**src/rtl/orbit_camera_basis_macros.svh**
```systemverilog
// assertion macros shared by the orbit camera rtl
`ifndef ORBIT_CAMERA_BASIS_MACROS_SVH
`define ORBIT_CAMERA_BASIS_MACROS_SVH

`ifndef SYNTHESIS

// antecedent implies consequent in the same cycle
`define ORBC_ASSERT_IMP(lbl, ck, rn, ante, cons) \
  lbl: assert property (@(posedge ck) disable iff (!rn) (ante) |-> (cons)) \
    else $error("orbc: assertion failed");

// antecedent implies consequent in the next cycle
`define ORBC_ASSERT_NXT(lbl, ck, rn, ante, cons) \
  lbl: assert property (@(posedge ck) disable iff (!rn) (ante) |=> (cons)) \
    else $error("orbc: assertion failed");

// condition never holds
`define ORBC_ASSERT_NEVER(lbl, ck, rn, cond) \
  lbl: assert property (@(posedge ck) disable iff (!rn) !(cond)) \
    else $error("orbc: assertion failed");

`else

`define ORBC_ASSERT_IMP(lbl, ck, rn, ante, cons)
`define ORBC_ASSERT_NXT(lbl, ck, rn, ante, cons)
`define ORBC_ASSERT_NEVER(lbl, ck, rn, cond)

`endif

`endif

```
**src/rtl/orbc_pkg.sv**
```systemverilog
`default_nettype none

package orbc_pkg;

  // default trig table precision
  localparam int TrigFracBitsDef = 14;

  // angle limits in degrees
  localparam int HorizLimit = 89;
  localparam int StepLimit  = 359;
  localparam int DegQuarter = 90;
  localparam int DegHalf    = 180;
  localparam int DegThree   = 270;
  localparam int DegFull    = 360;

  // configuration register indexes
  localparam int CfgIdxW = 2;
  localparam logic [CfgIdxW-1:0] CfgRadius     = 2'd0;
  localparam logic [CfgIdxW-1:0] CfgStartHoriz = 2'd1;
  localparam logic [CfgIdxW-1:0] CfgStartVert  = 2'd2;

  localparam logic [15:0] RadiusRst     = 16'd1280;
  localparam logic signed [7:0] StartHorizRst = 8'sd0;
  localparam logic [8:0] StartVertRst  = 9'd0;

  // queue between front and back
  localparam int QDepth = 2;

  // sine of whole degrees 0..90, scaled by 1e10
  localparam int TrigEntries = 91;
  localparam logic [63:0] DecOne  = 64'd10000000000;
  localparam logic [63:0] DecHalf = 64'd5000000000;
  localparam logic [63:0] SinDec [TrigEntries] = '{
    64'd0, 64'd174524064, 64'd348994967, 64'd523359562, 64'd697564737,
    64'd871557427, 64'd1045284633, 64'd1218693434, 64'd1391731010, 64'd1564344650,
    64'd1736481777, 64'd1908089954, 64'd2079116908, 64'd2249510543, 64'd2419218956,
    64'd2588190451, 64'd2756373558, 64'd2923717047, 64'd3090169944, 64'd3255681545,
    64'd3420201433, 64'd3583679495, 64'd3746065934, 64'd3907311285, 64'd4067366431,
    64'd4226182617, 64'd4383711468, 64'd4539904997, 64'd4694715628, 64'd4848096202,
    64'd5000000000, 64'd5150380749, 64'd5299192642, 64'd5446390350, 64'd5591929035,
    64'd5735764364, 64'd5877852523, 64'd6018150232, 64'd6156614753, 64'd6293203910,
    64'd6427876097, 64'd6560590290, 64'd6691306064, 64'd6819983601, 64'd6946583705,
    64'd7071067812, 64'd7193398003, 64'd7313537016, 64'd7431448255, 64'd7547095802,
    64'd7660444431, 64'd7771459615, 64'd7880107536, 64'd7986355100, 64'd8090169944,
    64'd8191520443, 64'd8290375726, 64'd8386705679, 64'd8480480962, 64'd8571673007,
    64'd8660254038, 64'd8746197071, 64'd8829475929, 64'd8910065242, 64'd8987940463,
    64'd9063077870, 64'd9135454576, 64'd9205048535, 64'd9271838546, 64'd9335804265,
    64'd9396926208, 64'd9455185756, 64'd9510565163, 64'd9563047560, 64'd9612616959,
    64'd9659258263, 64'd9702957263, 64'd9743700648, 64'd9781476007, 64'd9816271834,
    64'd9848077530, 64'd9876883406, 64'd9902680687, 64'd9925461516, 64'd9945218954,
    64'd9961946981, 64'd9975640503, 64'd9986295348, 64'd9993908270, 64'd9998476952,
    64'd10000000000
  };

  // angles after one step, as carried from front to back
  typedef struct packed {
    logic signed [7:0] horiz;
    logic [8:0]        vert;
  } orbc_angles_t;

  // queue status seen by front and back
  typedef struct packed {
    logic full;
    logic empty;
  } orbc_qstat_t;

  // angle folded into the first quadrant
  typedef struct packed {
    logic       neg;
    logic [6:0] idx;
  } orbc_fold_t;

  // fold an angle of 0..359 degrees onto the quarter table
  function automatic orbc_fold_t trig_fold(input logic [8:0] d);
    orbc_fold_t f;
    if (d <= 9'(DegQuarter)) begin
      f.neg = 1'b0;
      f.idx = 7'(d);
    end else if (d <= 9'(DegHalf)) begin
      f.neg = 1'b0;
      f.idx = 7'(9'(DegHalf) - d);
    end else if (d <= 9'(DegThree)) begin
      f.neg = 1'b1;
      f.idx = 7'(d - 9'(DegHalf));
    end else begin
      f.neg = 1'b1;
      f.idx = 7'(9'(DegFull) - d);
    end
    return f;
  endfunction

endpackage

`default_nettype wire

```
**src/rtl/orbc_front.sv**
```systemverilog
`default_nettype none

module orbc_front
  import orbc_pkg::*;
(
  input  wire logic              clk,
  input  wire logic              rst_n,
  input  wire logic              in_valid,
  output logic                   in_stall,
  input  wire logic              in_restart,
  input  wire logic signed [9:0] in_horizontal_step,
  input  wire logic signed [9:0] in_vertical_step,
  input  wire logic signed [7:0] start_horiz,
  input  wire logic [8:0]        start_vert,
  input  wire orbc_qstat_t       q_stat,
  output logic                   push,
  output orbc_angles_t           push_data
);

  localparam logic signed [9:0]  StepHi = 10'(StepLimit);
  localparam logic signed [9:0]  StepLo = -10'(StepLimit);
  localparam logic signed [10:0] HLimHi = 11'(HorizLimit);
  localparam logic signed [10:0] HLimLo = -11'(HorizLimit);
  localparam logic signed [10:0] VFull  = 11'(DegFull);

  logic signed [7:0]  horiz_r, horiz_nxt;
  logic [8:0]         vert_r, vert_nxt;
  logic signed [9:0]  dh, dv;
  logic signed [10:0] h_sum, v_sum;
  logic               accept;

  function automatic logic signed [9:0] sat_step(input logic signed [9:0] a);
    if (a > StepHi) begin
      return StepHi;
    end else if (a < StepLo) begin
      return StepLo;
    end
    return a;
  endfunction

  assign in_stall = q_stat.full;
  assign accept   = in_valid && !in_stall;

  assign dh    = sat_step(in_horizontal_step);
  assign dv    = sat_step(in_vertical_step);
  assign h_sum = 11'(horiz_r) + 11'(dh);
  assign v_sum = $signed({2'b00, vert_r}) + 11'(dv);

  always_comb begin
    horiz_nxt = horiz_r;
    vert_nxt  = vert_r;
    if (in_restart) begin
      // reload from config, clamped and folded
      if (11'(start_horiz) > HLimHi) begin
        horiz_nxt = 8'(HLimHi);
      end else if (11'(start_horiz) < HLimLo) begin
        horiz_nxt = 8'(HLimLo);
      end else begin
        horiz_nxt = start_horiz;
      end
      vert_nxt = (start_vert >= 9'(DegFull)) ? 9'(start_vert - 9'(DegFull)) : start_vert;
    end else begin
      // horizontal move is dropped when it leaves the limit
      if (h_sum <= HLimHi && h_sum >= HLimLo) begin
        horiz_nxt = 8'(h_sum);
      end
      if (v_sum <= 11'sd0) begin
        vert_nxt = 9'(v_sum + VFull);
      end else if (v_sum >= VFull) begin
        vert_nxt = 9'(v_sum - VFull);
      end else begin
        vert_nxt = 9'(v_sum);
      end
    end
  end

  assign push            = accept;
  assign push_data.horiz = horiz_nxt;
  assign push_data.vert  = vert_nxt;

  always_ff @(posedge clk) begin
    if (!rst_n) begin
      horiz_r <= StartHorizRst;
      vert_r  <= StartVertRst;
    end else if (accept) begin
      horiz_r <= horiz_nxt;
      vert_r  <= vert_nxt;
    end
  end

endmodule

`default_nettype wire

```
**config.mk**
```make
export PLATFORM = sky130hd
export DESIGN_NAME = orbc_front
export DESIGN_NICKNAME = d
export VERILOG_FILES = /design/src/rtl/orbit_camera_basis_macros.svh /design/src/rtl/orbc_pkg.sv /design/src/rtl/orbc_front.sv
export SDC_FILE = /design/constraint.sdc
export NUM_CORES = 1
export LEC_CHECK = 0
export ABC_AREA = 1
export BUFFER_PORTS_ARGS = -buffer_cell sky130_fd_sc_hd__buf_2
export CAP_MARGIN = 40
export CORE_MARGIN = 2
export CORE_UTILIZATION = 57
export CTS_CLUSTER_DIAMETER = 40
export DETAILED_ROUTE_END_ITERATION = 8
export PLACE_DENSITY = 0.92
export SLEW_MARGIN = 0
export SYNTH_ARGS = -nofsm -noshare
export SYNTH_HDL_FRONTEND = slang
export SYNTH_SLANG_ARGS = --single-unit
```
**constraint.sdc**
```tcl
create_clock -name clk -period 7.1 [get_ports clk]
set_input_delay 1.775 -clock clk [delete_from_list [all_inputs] [get_ports clk]]
set_output_delay 1.775 -clock clk [all_outputs]
set_load 0.005 [all_outputs]
```
# Yosys cells after proc, flatten, opt, wreduce, memory -nomap -nowiden
# Cells that the tools add are included.
# W data, S select, Z words.
[totals]
in_bits = 43
elab_cells = 39
ff_bits = 17
output_inout_bits = 19
[classes]
add_sub_neg = 5
reduce_logical = 3
n_mux = 18
n_lt_le_gt_ge = 11
[op_table]
columns = ["cell", "count"]
rows = [
  ["$mux W10", 6],
  ["$mux W9", 4],
  ["$mux W8", 4],
  ["$gt A10 B10 Y1 const B", 2],
  ["$lt A10 B10 Y1 const B", 2],
  ["$sub A9 B9 Y9 const B", 2],
  ["$add A10 B10 Y11", 1],
  ["$add A8 B10 Y11", 1],
  ["$ge A11 B10 Y1 const B", 1],
  ["$ge A11 B8 Y1 const B", 1],
  ["$le A11 B1 Y1 const B", 1],
  ["$le A11 B8 Y1 const B", 1],
  ["$add A9 B9 Y9 const B", 1],
  ["$ge A9 B9 Y1 const B", 1],
  ["$gt A8 B8 Y1 const B", 1],
  ["$lt A8 B8 Y1 const B", 1],
  ["$mux W1", 4],
  ["$logic_and A1 B1 Y1", 2],
  ["$logic_not A1 Y1", 1],
]

# Depth between registers and ports, before layout
[depth]
word_depth = 9
depth_mapped = 29
depth_no_buf = 29

# Worst setup path after synthesis
# No wires, ideal clock.
[synth_timing]
path_type = "input to output"
startpoint = "input port in_vertical_step[2]"
endpoint = "output port push_data[3] in the netlist's numbering"
setup_slack_ns = 0.990
arrival_time_ns = 4.335
n_path_buf = 0
required_time_ns = 5.325
cell_stages = 22
path_cell_list = "nor3_1 nor3_1 o31ai_1 nand2_1 nand2_1 ha_1 inv_1 fa_1 inv_1 nand3_1 nand3_1 nand2_2 inv_2 ha_1 inv_1 nand3_1 nand3_1 a21oi_4 nand2_4 a21oi_1 o21ai_1 nand2_1"
[synth_lines]
columns = ["item", "line", "source"]
rows = [
  ["from (decl)", "orbc_front.sv:12", "input wire logic signed [9:0] in_vertical_step,"],
  ["to (decl)", "orbc_front.sv:17", "output orbc_angles_t push_data"],
]

==> results.md <==
* Status: finished clean
* Most used DFF post-synth: dfxtp_1
* Final setup violation count at 0
* Hold_ws at about 560 ps
* Worst EP arrival at 4970 ps
* TritonCTS clock tree: built
* Crit end category: output pin
* CTS Buf Count at 3
* RSZ-0062 raised after global routing: no
* Drt drc at 0
* EDFF count, synth at 0
* Number of global-route vias before repair at around 3,400
* Clock sink count at 17
* Worst-path clk slew at roughly 70 ps
* FF-to-FF Start: vert_r[0]$_SDFFE_PN0P_
* Peak supply drop at 100 uV
* Hold Path Class: register to register
* Cell Area, Synth at ~0.0030 mm^2
* Yosys top cell area share at 17.2%
* CTS hold repair buffers at 0
* Internal power at 0.000262 W
* Leak pwr at slightly above 2 nW
* Hold EP: vert_r[1]$_SDFFE_PN0P_
* Post-synthesis instance total at about 540
* Clock buffer depth at 2
* Row cnt at 26
* Fin. max-slew vios at 0
* Mean post-synth cell area at between 5 and 6 um^2
* Core area at approximately 0.005 mm^2
* Max Cap Viol at 0
* Largest net degree at the start of global routing at 26
* Area contributors post-synth: nand2_1 17%, inv_1 12%, dfxtp_1 11%
* Clock Power Share at between 10% and 20%
* Hold depth at 2
* Die Y at about 77 um
* Root buffer cell: clkbuf_8
* Mapped Nets at 603
* Yosys warnings at 0
* Antenna diodes at 0
* Fillers at 500
* Number of I/O pins at 62
* Cell taking the most area after synthesis: nand2_1
* Seq/Total Area, Yosys at between 10% and 20%
* Relative slew slack at 49.5%
* Worst Min Path Start: vert_r[1]$_SDFFE_PN0P_
* Die area at a little under 0.006 mm^2
* Psw at 0.000256 W
* Synth-to-Final Area Change at 13.1%
* Flop pwr share at between 20% and 30%
* Delay of the slowest critical-path stage at approximately 420 ps
* Share of cells above drive strength 1 at 17.7%
* IO Port Bufs at 60
* Switching part of the total at around 50%
* Period Utilization, post-route at between 90% and 100%
* Via density at 5.54
* Crit path max fanout at 10
* Max frequency at 148 MHz
* Logic pwr share at approximately 64%
* Final net count at 662
* Fin crit period at about 6700 ps
* Antenna violations before repair at 0
* Clk_lat worst skew at roughly 250 ps
* DR vias at 3,676
* Total Wirelength at ~8400 um
* Most common cell in the synthesized netlist: nand2_1
* Pwr Density at around 150 mW/mm^2
* Top cells by count, synth: 138 x nand2_1, 100 x inv_1, 56 x nand3_1
* Clock Skew at between 1 and 1.5 ps
* Reg2reg setup slack at ~4300 ps
* Routability Congestion at 0.926
* H-tree depth at 1
* Starting Density at approximately three fifths
* Cell count of the worst reg-to-reg path at 20
* WL/cell at between 10 and 15 um
* Total grt overflow at 0
* CP max-delay cell: fa_1
* Asr flop ratio synth at 0%
* Die Wd at roughly 77 um
* TNS Setup at 0 ps
* 1st-iter DRT viols at approximately 230
* Dpl hpwl at around 6800 um
* First-pass GRT wire length at 14,200 um
* Tot GR Track Use at about 28%
* Crit path required time at 5330 ps
* Drt pass-1 iters at 8
* Post-synth cell types at 42
* Worst reg2reg endpoint: vert_r[8]$_SDFFE_PN0P_
* ANT nets after route at 0
* CP Class: input port to output pin
* Hold Violations, Final at 0
* Worst Tran Pin Value at between 700 and 800 ps
* Startpoint types: input port
* Yosys reg bits at 17
-- cells by family after synthesis --
kind of cell	synth area share (%)
xor gates and xnor gates	2.04
AOI/OAI and AO/OA	14.5
and+or+nand+nor	45.7
adders and majority gates	10.9
DFF	11.3
buffers and inverters	15.5
-- repair_timing --
item	CTS	global route
gates resized for setup	0	0
endpoints found under the setup margin	0	5
hold endpoints to repair	0	0
setup buffers	0	3
-- worst max-delay path, delay by kind of cell --
kind	cells	cell delay, ps
simple gates	14	1600
fa+ha+maj	3	760
buf+inv	7	630
compound gates	1	200
-- how the worst max path moves through the flow --
stage | start | endpoint | slack [ps] | depth (start not counted)
2_1_floorplan | in_vertical_step[2] | push_data[3] | 990 | 22
5_1_grt | in_vertical_step[2] | push_data[6] | 30 | 24
4_1_cts | in_vertical_step[2] | push_data[3] | 360 | 24
6_report | in_vertical_step[9] | push_data[5] | 360 | 25
3_5_place_dp | in_vertical_step[2] | push_data[3] | 360 | 24
3_3_place_gp | in_vertical_step[2] | push_data[3] | 500 | 24
-- placed cells by master, fill, tap and decap left out, types with 11 or more instances in the layout --
master	count
a21oi_1	25
buf_2	60
dfxtp_1	17
ha_1	23
inv_1	100
nand2_1	138
nand3_1	56
nand3_2	11
nor2_1	50
o21ai_0	29
-- area by class of cell --
class	instances	area, um^2	share of cell area, %
multi-input combinational	402	2200	64.7
timing repair buffer	64	330	9.70
sequential	17	340	10.0
clock buffer	4	45.0	1.32
inverter	106	398	11.7
tap	70	87.6	2.57
-- flip-flops by register name, indices dropped and copies added (netlist names) --
register,cells
vert_r,9
horiz_r,8
-- power by group through the flow --
stage / Sequential [W] / Clock [W] / Combinational (W)
3_3_place_gp: 0.000110 / 0 / 0.000310
6_report: 0.000109 / 0.0000759 / 0.000333
2_1_floorplan: 0.000108 / 0 / 0.000244
4_1_cts: 0.000109 / 0.0000747 / 0.000326
5_1_grt: 0.000109 / 0.0000776 / 0.000374
3_5_place_dp: 0.000111 / 0 / 0.000323
-- metal layers --
metal  wire length (um)  vias up  GRT usage (%)
li1                   -     1838              -
met1               3400     1629           32.9
met2               4200      167           51.4
met3                565       42           2.94
met4                282        0           12.0
met5                  0        -              0
-- through the flow --
stage               cell area [um^2]  worst slack, ps  total power (W)  utilization, %  cells
finish                          3400              356         0.000518            66.7    663
global route                    3400             32.7         0.000561            66.7    663
CTS                             3380              360         0.000510            66.2    660
detailed placement              3340              363         0.000434            65.3    656
global placement                3340              500         0.000421            65.3    656
floorplan                       3010              990         0.000352               -    535
No activity file was read; power rests on OpenSTA's default activity.
