--- src/rtl/orbit_camera_basis_macros.svh ---
// assertion macros shared by the orbit camera rtl
`ifndef ORBIT_CAMERA_BASIS_MACROS_SVH
`define ORBIT_CAMERA_BASIS_MACROS_SVH

`ifndef SYNTHESIS

// antecedent implies consequent in the same cycle
`define ORBC_ASSERT_IMP(lbl, ck, rn, ante, cons) \
  lbl: assert property (@(posedge ck) disable iff (!rn) (ante) |-> (cons)) \
    else $error("orbc: assertion failed");

// antecedent implies consequent in the next cycle
`define ORBC_ASSERT_NXT(lbl, ck, rn, ante, cons) \
  lbl: assert property (@(posedge ck) disable iff (!rn) (ante) |=> (cons)) \
    else $error("orbc: assertion failed");

// condition never holds
`define ORBC_ASSERT_NEVER(lbl, ck, rn, cond) \
  lbl: assert property (@(posedge ck) disable iff (!rn) !(cond)) \
    else $error("orbc: assertion failed");

`else

`define ORBC_ASSERT_IMP(lbl, ck, rn, ante, cons)
`define ORBC_ASSERT_NXT(lbl, ck, rn, ante, cons)
`define ORBC_ASSERT_NEVER(lbl, ck, rn, cond)

`endif

`endif

--- src/rtl/orbc_pkg.sv ---
`default_nettype none

package orbc_pkg;

  // default trig table precision
  localparam int TrigFracBitsDef = 14;

  // angle limits in degrees
  localparam int HorizLimit = 89;
  localparam int StepLimit  = 359;
  localparam int DegQuarter = 90;
  localparam int DegHalf    = 180;
  localparam int DegThree   = 270;
  localparam int DegFull    = 360;

  // configuration register indexes
  localparam int CfgIdxW = 2;
  localparam logic [CfgIdxW-1:0] CfgRadius     = 2'd0;
  localparam logic [CfgIdxW-1:0] CfgStartHoriz = 2'd1;
  localparam logic [CfgIdxW-1:0] CfgStartVert  = 2'd2;

  localparam logic [15:0] RadiusRst     = 16'd1280;
  localparam logic signed [7:0] StartHorizRst = 8'sd0;
  localparam logic [8:0] StartVertRst  = 9'd0;

  // queue between front and back
  localparam int QDepth = 2;

  // sine of whole degrees 0..90, scaled by 1e10
  localparam int TrigEntries = 91;
  localparam logic [63:0] DecOne  = 64'd10000000000;
  localparam logic [63:0] DecHalf = 64'd5000000000;
  localparam logic [63:0] SinDec [TrigEntries] = '{
    64'd0, 64'd174524064, 64'd348994967, 64'd523359562, 64'd697564737,
    64'd871557427, 64'd1045284633, 64'd1218693434, 64'd1391731010, 64'd1564344650,
    64'd1736481777, 64'd1908089954, 64'd2079116908, 64'd2249510543, 64'd2419218956,
    64'd2588190451, 64'd2756373558, 64'd2923717047, 64'd3090169944, 64'd3255681545,
    64'd3420201433, 64'd3583679495, 64'd3746065934, 64'd3907311285, 64'd4067366431,
    64'd4226182617, 64'd4383711468, 64'd4539904997, 64'd4694715628, 64'd4848096202,
    64'd5000000000, 64'd5150380749, 64'd5299192642, 64'd5446390350, 64'd5591929035,
    64'd5735764364, 64'd5877852523, 64'd6018150232, 64'd6156614753, 64'd6293203910,
    64'd6427876097, 64'd6560590290, 64'd6691306064, 64'd6819983601, 64'd6946583705,
    64'd7071067812, 64'd7193398003, 64'd7313537016, 64'd7431448255, 64'd7547095802,
    64'd7660444431, 64'd7771459615, 64'd7880107536, 64'd7986355100, 64'd8090169944,
    64'd8191520443, 64'd8290375726, 64'd8386705679, 64'd8480480962, 64'd8571673007,
    64'd8660254038, 64'd8746197071, 64'd8829475929, 64'd8910065242, 64'd8987940463,
    64'd9063077870, 64'd9135454576, 64'd9205048535, 64'd9271838546, 64'd9335804265,
    64'd9396926208, 64'd9455185756, 64'd9510565163, 64'd9563047560, 64'd9612616959,
    64'd9659258263, 64'd9702957263, 64'd9743700648, 64'd9781476007, 64'd9816271834,
    64'd9848077530, 64'd9876883406, 64'd9902680687, 64'd9925461516, 64'd9945218954,
    64'd9961946981, 64'd9975640503, 64'd9986295348, 64'd9993908270, 64'd9998476952,
    64'd10000000000
  };

  // angles after one step, as carried from front to back
  typedef struct packed {
    logic signed [7:0] horiz;
    logic [8:0]        vert;
  } orbc_angles_t;

  // queue status seen by front and back
  typedef struct packed {
    logic full;
    logic empty;
  } orbc_qstat_t;

  // angle folded into the first quadrant
  typedef struct packed {
    logic       neg;
    logic [6:0] idx;
  } orbc_fold_t;

  // fold an angle of 0..359 degrees onto the quarter table
  function automatic orbc_fold_t trig_fold(input logic [8:0] d);
    orbc_fold_t f;
    if (d <= 9'(DegQuarter)) begin
      f.neg = 1'b0;
      f.idx = 7'(d);
    end else if (d <= 9'(DegHalf)) begin
      f.neg = 1'b0;
      f.idx = 7'(9'(DegHalf) - d);
    end else if (d <= 9'(DegThree)) begin
      f.neg = 1'b1;
      f.idx = 7'(d - 9'(DegHalf));
    end else begin
      f.neg = 1'b1;
      f.idx = 7'(9'(DegFull) - d);
    end
    return f;
  endfunction

endpackage

`default_nettype wire

--- src/rtl/orbc_queue.sv ---
`default_nettype none

`include "orbit_camera_basis_macros.svh"

module orbc_queue
  import orbc_pkg::*;
(
  input  wire logic         clk,
  input  wire logic         rst_n,
  input  wire logic         push,
  input  wire orbc_angles_t push_data,
  input  wire logic         pop,
  output orbc_angles_t      head,
  output orbc_qstat_t       stat
);

  localparam int PtrW = (QDepth > 1) ? $clog2(QDepth) : 1;
  localparam int CntW = $clog2(QDepth + 1);

  orbc_angles_t          entries_r [QDepth];
  logic [PtrW-1:0]       wr_ptr_r;
  logic [PtrW-1:0]       rd_ptr_r;
  logic [CntW-1:0]       count_r;

  function automatic logic [PtrW-1:0] ptr_inc(input logic [PtrW-1:0] p);
    return (p == PtrW'(QDepth - 1)) ? '0 : p + 1'b1;
  endfunction

  assign head       = entries_r[rd_ptr_r];
  assign stat.full  = (count_r == CntW'(QDepth));
  assign stat.empty = (count_r == '0);

  always_ff @(posedge clk) begin
    if (!rst_n) begin
      wr_ptr_r <= '0;
      rd_ptr_r <= '0;
      count_r  <= '0;
    end else begin
      if (push) begin
        entries_r[wr_ptr_r] <= push_data;
        wr_ptr_r            <= ptr_inc(wr_ptr_r);
      end
      if (pop) begin
        rd_ptr_r <= ptr_inc(rd_ptr_r);
      end
      if (push && !pop) begin
        count_r <= count_r + 1'b1;
      end else if (pop && !push) begin
        count_r <= count_r - 1'b1;
      end
    end
  end

  `ORBC_ASSERT_NEVER(a_push_full, clk, rst_n, push && stat.full)
  `ORBC_ASSERT_NEVER(a_pop_empty, clk, rst_n, pop && stat.empty)
  `ORBC_ASSERT_NXT(a_cnt_up, clk, rst_n, push && !pop, count_r == $past(count_r) + 1'b1)

endmodule

`default_nettype wire

--- config.mk ---
export PLATFORM = sky130hd
export DESIGN_NAME = orbc_queue
export DESIGN_NICKNAME = d
export VERILOG_FILES = /design/src/rtl/orbc_pkg.sv /design/src/rtl/orbc_queue.sv
export VERILOG_INCLUDE_DIRS = /design/src /design/src/rtl
export SDC_FILE = /design/constraint.sdc
export NUM_CORES = 1
export LEC_CHECK = 0
export BUFFER_PORTS_ARGS = -buffer_cell sky130_fd_sc_hd__buf_2
export CORE_MARGIN = 3
export CORE_UTILIZATION = 34
export DETAILED_ROUTE_END_ITERATION = 8
export PLACE_DENSITY = 0.54
export SYNTH_ARGS = -nofsm -noshare
export SYNTH_HDL_FRONTEND = slang
export SYNTH_SLANG_ARGS = --single-unit
export TNS_END_PERCENT = 5
--- constraint.sdc ---
create_clock -name clk -period 2.8 [get_ports clk]
set_input_delay 0.14 -clock clk [delete_from_list [all_inputs] [get_ports clk]]
set_output_delay 0.14 -clock clk [all_outputs]
set_load 0.05 [all_outputs]
# Word-level counts from Yosys, hierarchy flattened
# Memory sizes are Yosys's and may differ from the RTL's. A register that Yosys moved wholly into a read port is not among the register bits.
# Cells that the tools add are included.
# word_totals
ramBits	34
out_inout_bits	19
inputBits	21
reg_bits	4
mem_count	1
word_cells	24
# op_classes
mux	9
n_addsub	4
eq_ne	1
n_reduce_logical	6
# memory_table
name	depth	width	read_ports	rd_ports_with_merged_regs	wr	line	text
entries_r	2	17	1	1	1	orbc_queue.sv:20	orbc_angles_t entries_r [QDepth];
# op_table
op	count
1-bit 2-to-1 mux	7
2-bit 2-to-1 mux	2
1-bit adder (second input constant)	2
2-bit by 1-bit adder with 2-bit output (second input constant)	1
2-bit == test (second input constant)	1
1-bit logical AND	2
1-bit logical NOT	2
2-bit logical NOT	1
2-bit nonzero test	1
2-bit by 1-bit subtractor with 2-bit output (second input constant)	1

# Depth between registers and ports, before layout
# depth
depth_word	4
mapped_depth	5
depth_no_buf	5

# Worst setup path after synthesis
# No wires, ideal clock.
# synth_path
path_type	register to register
startpoint	register wr_ptr_r
endpoint	memory entries_r[0][0] in the netlist's numbering (enable)
n_path_buf	0
arrival_time_ns	1.065
path_slack_ns	1.344
setup_ns	0.391
path_stages_with_launch	2
synth_period_minus_slack_ns	1.456
path_cell_list	dfxtp_1 -> nor2_1
# synth_rtl
item	line	text
start, declared	orbc_queue.sv:21	logic [PtrW-1:0] wr_ptr_r;
start signal, assigned	orbc_queue.sv:41	wr_ptr_r <= ptr_inc(wr_ptr_r);
end, declared	orbc_queue.sv:20	
# Straight into the memory's write port.

==> impl_metrics.prom <==
# TYPE chip_impl_metric gauge
chip_impl_info{name="run_status",value="complete, no violations"} 1
chip_impl_info{name="timing.critical_path.to_type",value="primary output"} 1
chip_impl_metric{name="crit_arrival",unit="ns"} 1.76
chip_impl_info{name="synthTopCellsByCount",value="34 x sky130_fd_sc_hd__edfxtp_1, 17 x sky130_fd_sc_hd__mux2_2, 5 x sky130_fd_sc_hd__dfxtp_1"} 1
chip_impl_metric{name="vias_per_cell",unit=""} 4.37
chip_impl_metric{name="globalRouteTotalUtil",unit="%"} 10.4
chip_impl_metric{name="worst-slew-pin-transition",unit="ns"} 0.910
chip_impl_metric{name="placement.io_buffers",unit=""} 39
chip_impl_metric{name="synth_seq_area_share",unit="%"} 77.5
chip_impl_metric{name="hold_ws",unit="ns"} 0.0426
chip_impl_metric{name="total_power",unit="mW"} 1.23
chip_impl_metric{name="final_net_count",unit=""} 142
chip_impl_metric{name="cts_h_tree_lvls",unit=""} 2
chip_impl_metric{name="die_area",unit="um2"} 5070
chip_impl_metric{name="post_detailed_route_count_of_antenna_violating_nets",unit=""} 0
chip_impl_metric{name="max-clock-path-buffers",unit=""} 2
chip_impl_metric{name="power-per-cell-area",unit="nW/um2"} 692
chip_impl_metric{name="setup_viol",unit=""} 0
chip_impl_metric{name="grt_antenna_before_repair",unit=""} 0
chip_impl_metric{name="drt_iter0_markers",unit=""} 41
chip_impl_metric{name="power.switching",unit="uW"} 330
chip_impl_info{name="post-synth-top-count-cell",value="sky130_fd_sc_hd__edfxtp_1"} 1
chip_impl_metric{name="syn-num-nets",unit=""} 98
chip_impl_metric{name="first_global_vias",unit=""} 837
chip_impl_metric{name="maxClockFrequency",unit="MHz"} 526
chip_impl_metric{name="floorplan.rows",unit=""} 23
chip_impl_metric{name="drcViolationCount",unit=""} 0
chip_impl_metric{name="area_growth_syn_to_layout",unit="%"} 22.7
chip_impl_metric{name="totalNegativeSetupSlack",unit="ns"} 0
chip_impl_metric{name="die_height",unit="um"} 71.2
chip_impl_metric{name="hold_viol_final",unit=""} 0
chip_impl_metric{name="timing_max_transition_violations_final",unit=""} 0
chip_impl_metric{name="gp_congestion",unit=""} 0.668
chip_impl_metric{name="clock-skew-final",unit="ns"} 0.00401
chip_impl_metric{name="synth_seq_cells",unit=""} 39
chip_impl_metric{name="maxSlewHeadroom",unit="%"} 39.3
chip_impl_metric{name="post_route_cells_drive_above_1_share",unit="%"} 52.1
chip_impl_metric{name="clkSinkCount",unit=""} 39
chip_impl_info{name="hp-class",value="in2reg"} 1
chip_impl_metric{name="first_pass_grt_wire_length",unit="um"} 3840
chip_impl_metric{name="detail_route.first_pass.iterations",unit=""} 4
chip_impl_metric{name="floorplan.initialDensity",unit="%"} 35.6
chip_impl_metric{name="slowest_delay",unit="ns"} 0.85
chip_impl_metric{name="dp_slack",unit="ns"} 1.17
chip_impl_metric{name="layout.cells.non_filler",unit=""} 171
chip_impl_metric{name="synth_warnings",unit=""} 0
chip_impl_metric{name="dr_total_vias",unit=""} 748
chip_impl_info{name="worst_setup_path_start_kind",value="register"} 1
chip_impl_metric{name="cts_buffers",unit=""} 5
chip_impl_metric{name="data_required_time_at_the_worst_endpoint",unit="ns"} 2.66
chip_impl_metric{name="cts-resized-gates",unit=""} 0
chip_impl_metric{name="vdd.ir_drop.worst",unit="mV"} 0.287
chip_impl_metric{name="timing.critical_path.fanout_max",unit=""} 17
chip_impl_info{name="yosys-top-cells-area",value="sky130_fd_sc_hd__edfxtp_1 71%, sky130_fd_sc_hd__mux2_2 13%, sky130_fd_sc_hd__dfxtp_1 6.9%, sky130_fd_sc_hd__xor2_1 1.8%, sky130_fd_sc_hd__and2_1 1.7%"} 1
chip_impl_metric{name="power_frac_clock",unit="%"} 27.9
chip_impl_metric{name="critPathBufInv",unit=""} 1
chip_impl_metric{name="globalRouteOverflowTotal",unit=""} 0
chip_impl_metric{name="power.static_leakage",unit="nW"} 0.678
chip_impl_metric{name="cts.repair_timing.setup_buffer_count",unit=""} 0
chip_impl_metric{name="synth.top_cell.area_share",unit="%"} 70.6
chip_impl_metric{name="routed_wl",unit="um"} 2310
chip_impl_metric{name="grt_start_max_net_pins",unit=""} 18
chip_impl_metric{name="mapped_cell_area",unit="um2"} 1450
chip_impl_metric{name="swShare",unit="%"} 26.9
chip_impl_metric{name="seqPwrFrac",unit="%"} 55.6
chip_impl_info{name="yosys.area.top_type",value="sky130_fd_sc_hd__edfxtp_1"} 1
chip_impl_info{name="cts_tree",value="built"} 1
chip_impl_metric{name="drv_cap",unit=""} 0
chip_impl_info{name="rsz0062_at_grt",value="no"} 1
chip_impl_metric{name="cts.hold.buffers_added",unit=""} 0
chip_impl_metric{name="avgSynthCellArea",unit="um2"} 19.0
chip_impl_metric{name="finalCriticalPeriod",unit="ns"} 1.90
chip_impl_metric{name="number_of_enable_type_register_cells_in_the_synthesized_netlist",unit=""} 34
chip_impl_metric{name="placed_cells_incl_taps",unit=""} 163
chip_impl_metric{name="power.share.combinational",unit="%"} 16.6
chip_impl_info{name="timing_worst_setup_path_type",value="reg2out"} 1
chip_impl_metric{name="fp.dieW",unit="um"} 71.2
chip_impl_metric{name="power.internal",unit="uW"} 897
chip_impl_info{name="clock-root-buffer",value="sky130_fd_sc_hd__clkbuf_8"} 1
chip_impl_metric{name="final.period_utilization",unit="%"} 67.9
chip_impl_metric{name="cts.clk_slew.worst_paths",unit="ns"} 0.07
chip_impl_metric{name="final_critical_path_setup_slack",unit="ns"} 0.900
chip_impl_info{name="ys.flop_type",value="sky130_fd_sc_hd__edfxtp_1"} 1
chip_impl_metric{name="dp_hpwl",unit="um"} 1540
chip_impl_metric{name="synth_async_sr_flop_share",unit="%"} 0
chip_impl_metric{name="netlist_instances",unit=""} 76
chip_impl_metric{name="worst_skew_pair.late_latency",unit="ns"} 0.28
chip_impl_info{name="cpMaxStageDelayCell",value="sky130_fd_sc_hd__dfxtp_1"} 1
chip_impl_metric{name="drt-wirelength-per-cell",unit="um"} 13.5
chip_impl_metric{name="num_io_pins",unit=""} 40
chip_impl_info{name="worstPathCellList",value="mux2_2 -> buf_2"} 1
chip_impl_metric{name="yosys.cell_types.count",unit=""} 17
chip_impl_info{name="top_family_by_delay_on_critical_path",value="flip-flops"} 1
chip_impl_metric{name="antenna_diodes",unit=""} 0
chip_impl_metric{name="placeableCoreArea",unit="um2"} 4060
## cells in the final DEF, fill, tap and decap left out
cell type	n
sky130_fd_sc_hd__and2b_2	1
sky130_fd_sc_hd__clkbuf_1	1
sky130_fd_sc_hd__buf_2	39
sky130_fd_sc_hd__o21ai_0	1
sky130_fd_sc_hd__edfxtp_1	34
sky130_fd_sc_hd__xnor2_1	1
sky130_fd_sc_hd__inv_1	1
sky130_fd_sc_hd__nor2_2	1
sky130_fd_sc_hd__nor2_1	1
sky130_fd_sc_hd__clkbuf_8	5
sky130_fd_sc_hd__or3_1	1
sky130_fd_sc_hd__and2_1	4
sky130_fd_sc_hd__clkinv_1	2
sky130_fd_sc_hd__and3_1	1
sky130_fd_sc_hd__nand2_1	1
sky130_fd_sc_hd__dfxtp_1	5
sky130_fd_sc_hd__mux2_2	17
sky130_fd_sc_hd__ha_1	1
sky130_fd_sc_hd__a21boi_1	1
sky130_fd_sc_hd__xor2_1	3
## state kept, by name, indices dropped and copies added (netlist names), named ones only
name	flops
entries_r	34
count_r	2
rd_ptr_r	1
wr_ptr_r	1
## final cells by class
type	count	area, um2
Fill cell	368	2280
Sequential cell	39	1120
Multi-Input combinational cell	34	312
Timing Repair Buffer	39	195
Clock buffer	6	72.6
Tap cell	50	62.6
Clock inverter	2	7.51
Inverter	1	3.75
## per-stage QoR
stage                     util, %  area, um2
after floorplan                 -       1450
after global placement       41.8       1690
after detailed placement     41.8       1690
after CTS                    43.7       1770
after global routing         43.7       1770
final                        43.7       1770
## path summary, 6_finish.rpt
check	start	end	slack [ns]	cells past startpoint
max	register	head[4]	0.90	2
min reg2reg	count_r[1]	count_r[1]	0.51	2
min	push_data[12]	entries_r[1][12]	0.04	1
max reg2reg	wr_ptr_r	entries_r[1][1]	1.33	1
## per-layer routing
metal | vias up | wire length [um] | global-route usage (%)
li1 | 372 | - | -
met1 | 344 | 920 | 10.6
met2 | 27 | 1160 | 17.2
met3 | 5 | 182 | 4.35
met4 | 0 | 46 | 6.89
met5 | - | 0 | 0
## power groups by stage
stage	Clock [mW]	Combinational (mW)	Sequential [mW]
finish	0.342	0.203	0.682
detailed placement	0	0.206	0.696
floorplan	0	0.165	0.683
global placement	0	0.205	0.694
CTS	0.358	0.207	0.683
global route	0.386	0.217	0.686
## logic make-up (layout without fill, tap and decap cells)
kind of cell             after synthesis  count (layout)  synth area share [%]
adder cells (fa/ha/maj)                1               1                 0.865
flip-flops                            39              39                  77.5
AND/OR/NAND/NOR                       10              10                  3.98
multiplexers                          17              17                  13.2
buffers and inverters                  3              48                  1.12
XOR/XNOR                               4               4                  2.42
AO/OA/AOI/OAI                          2               2                 0.865
No activity file was read; power rests on OpenSTA's default activity.
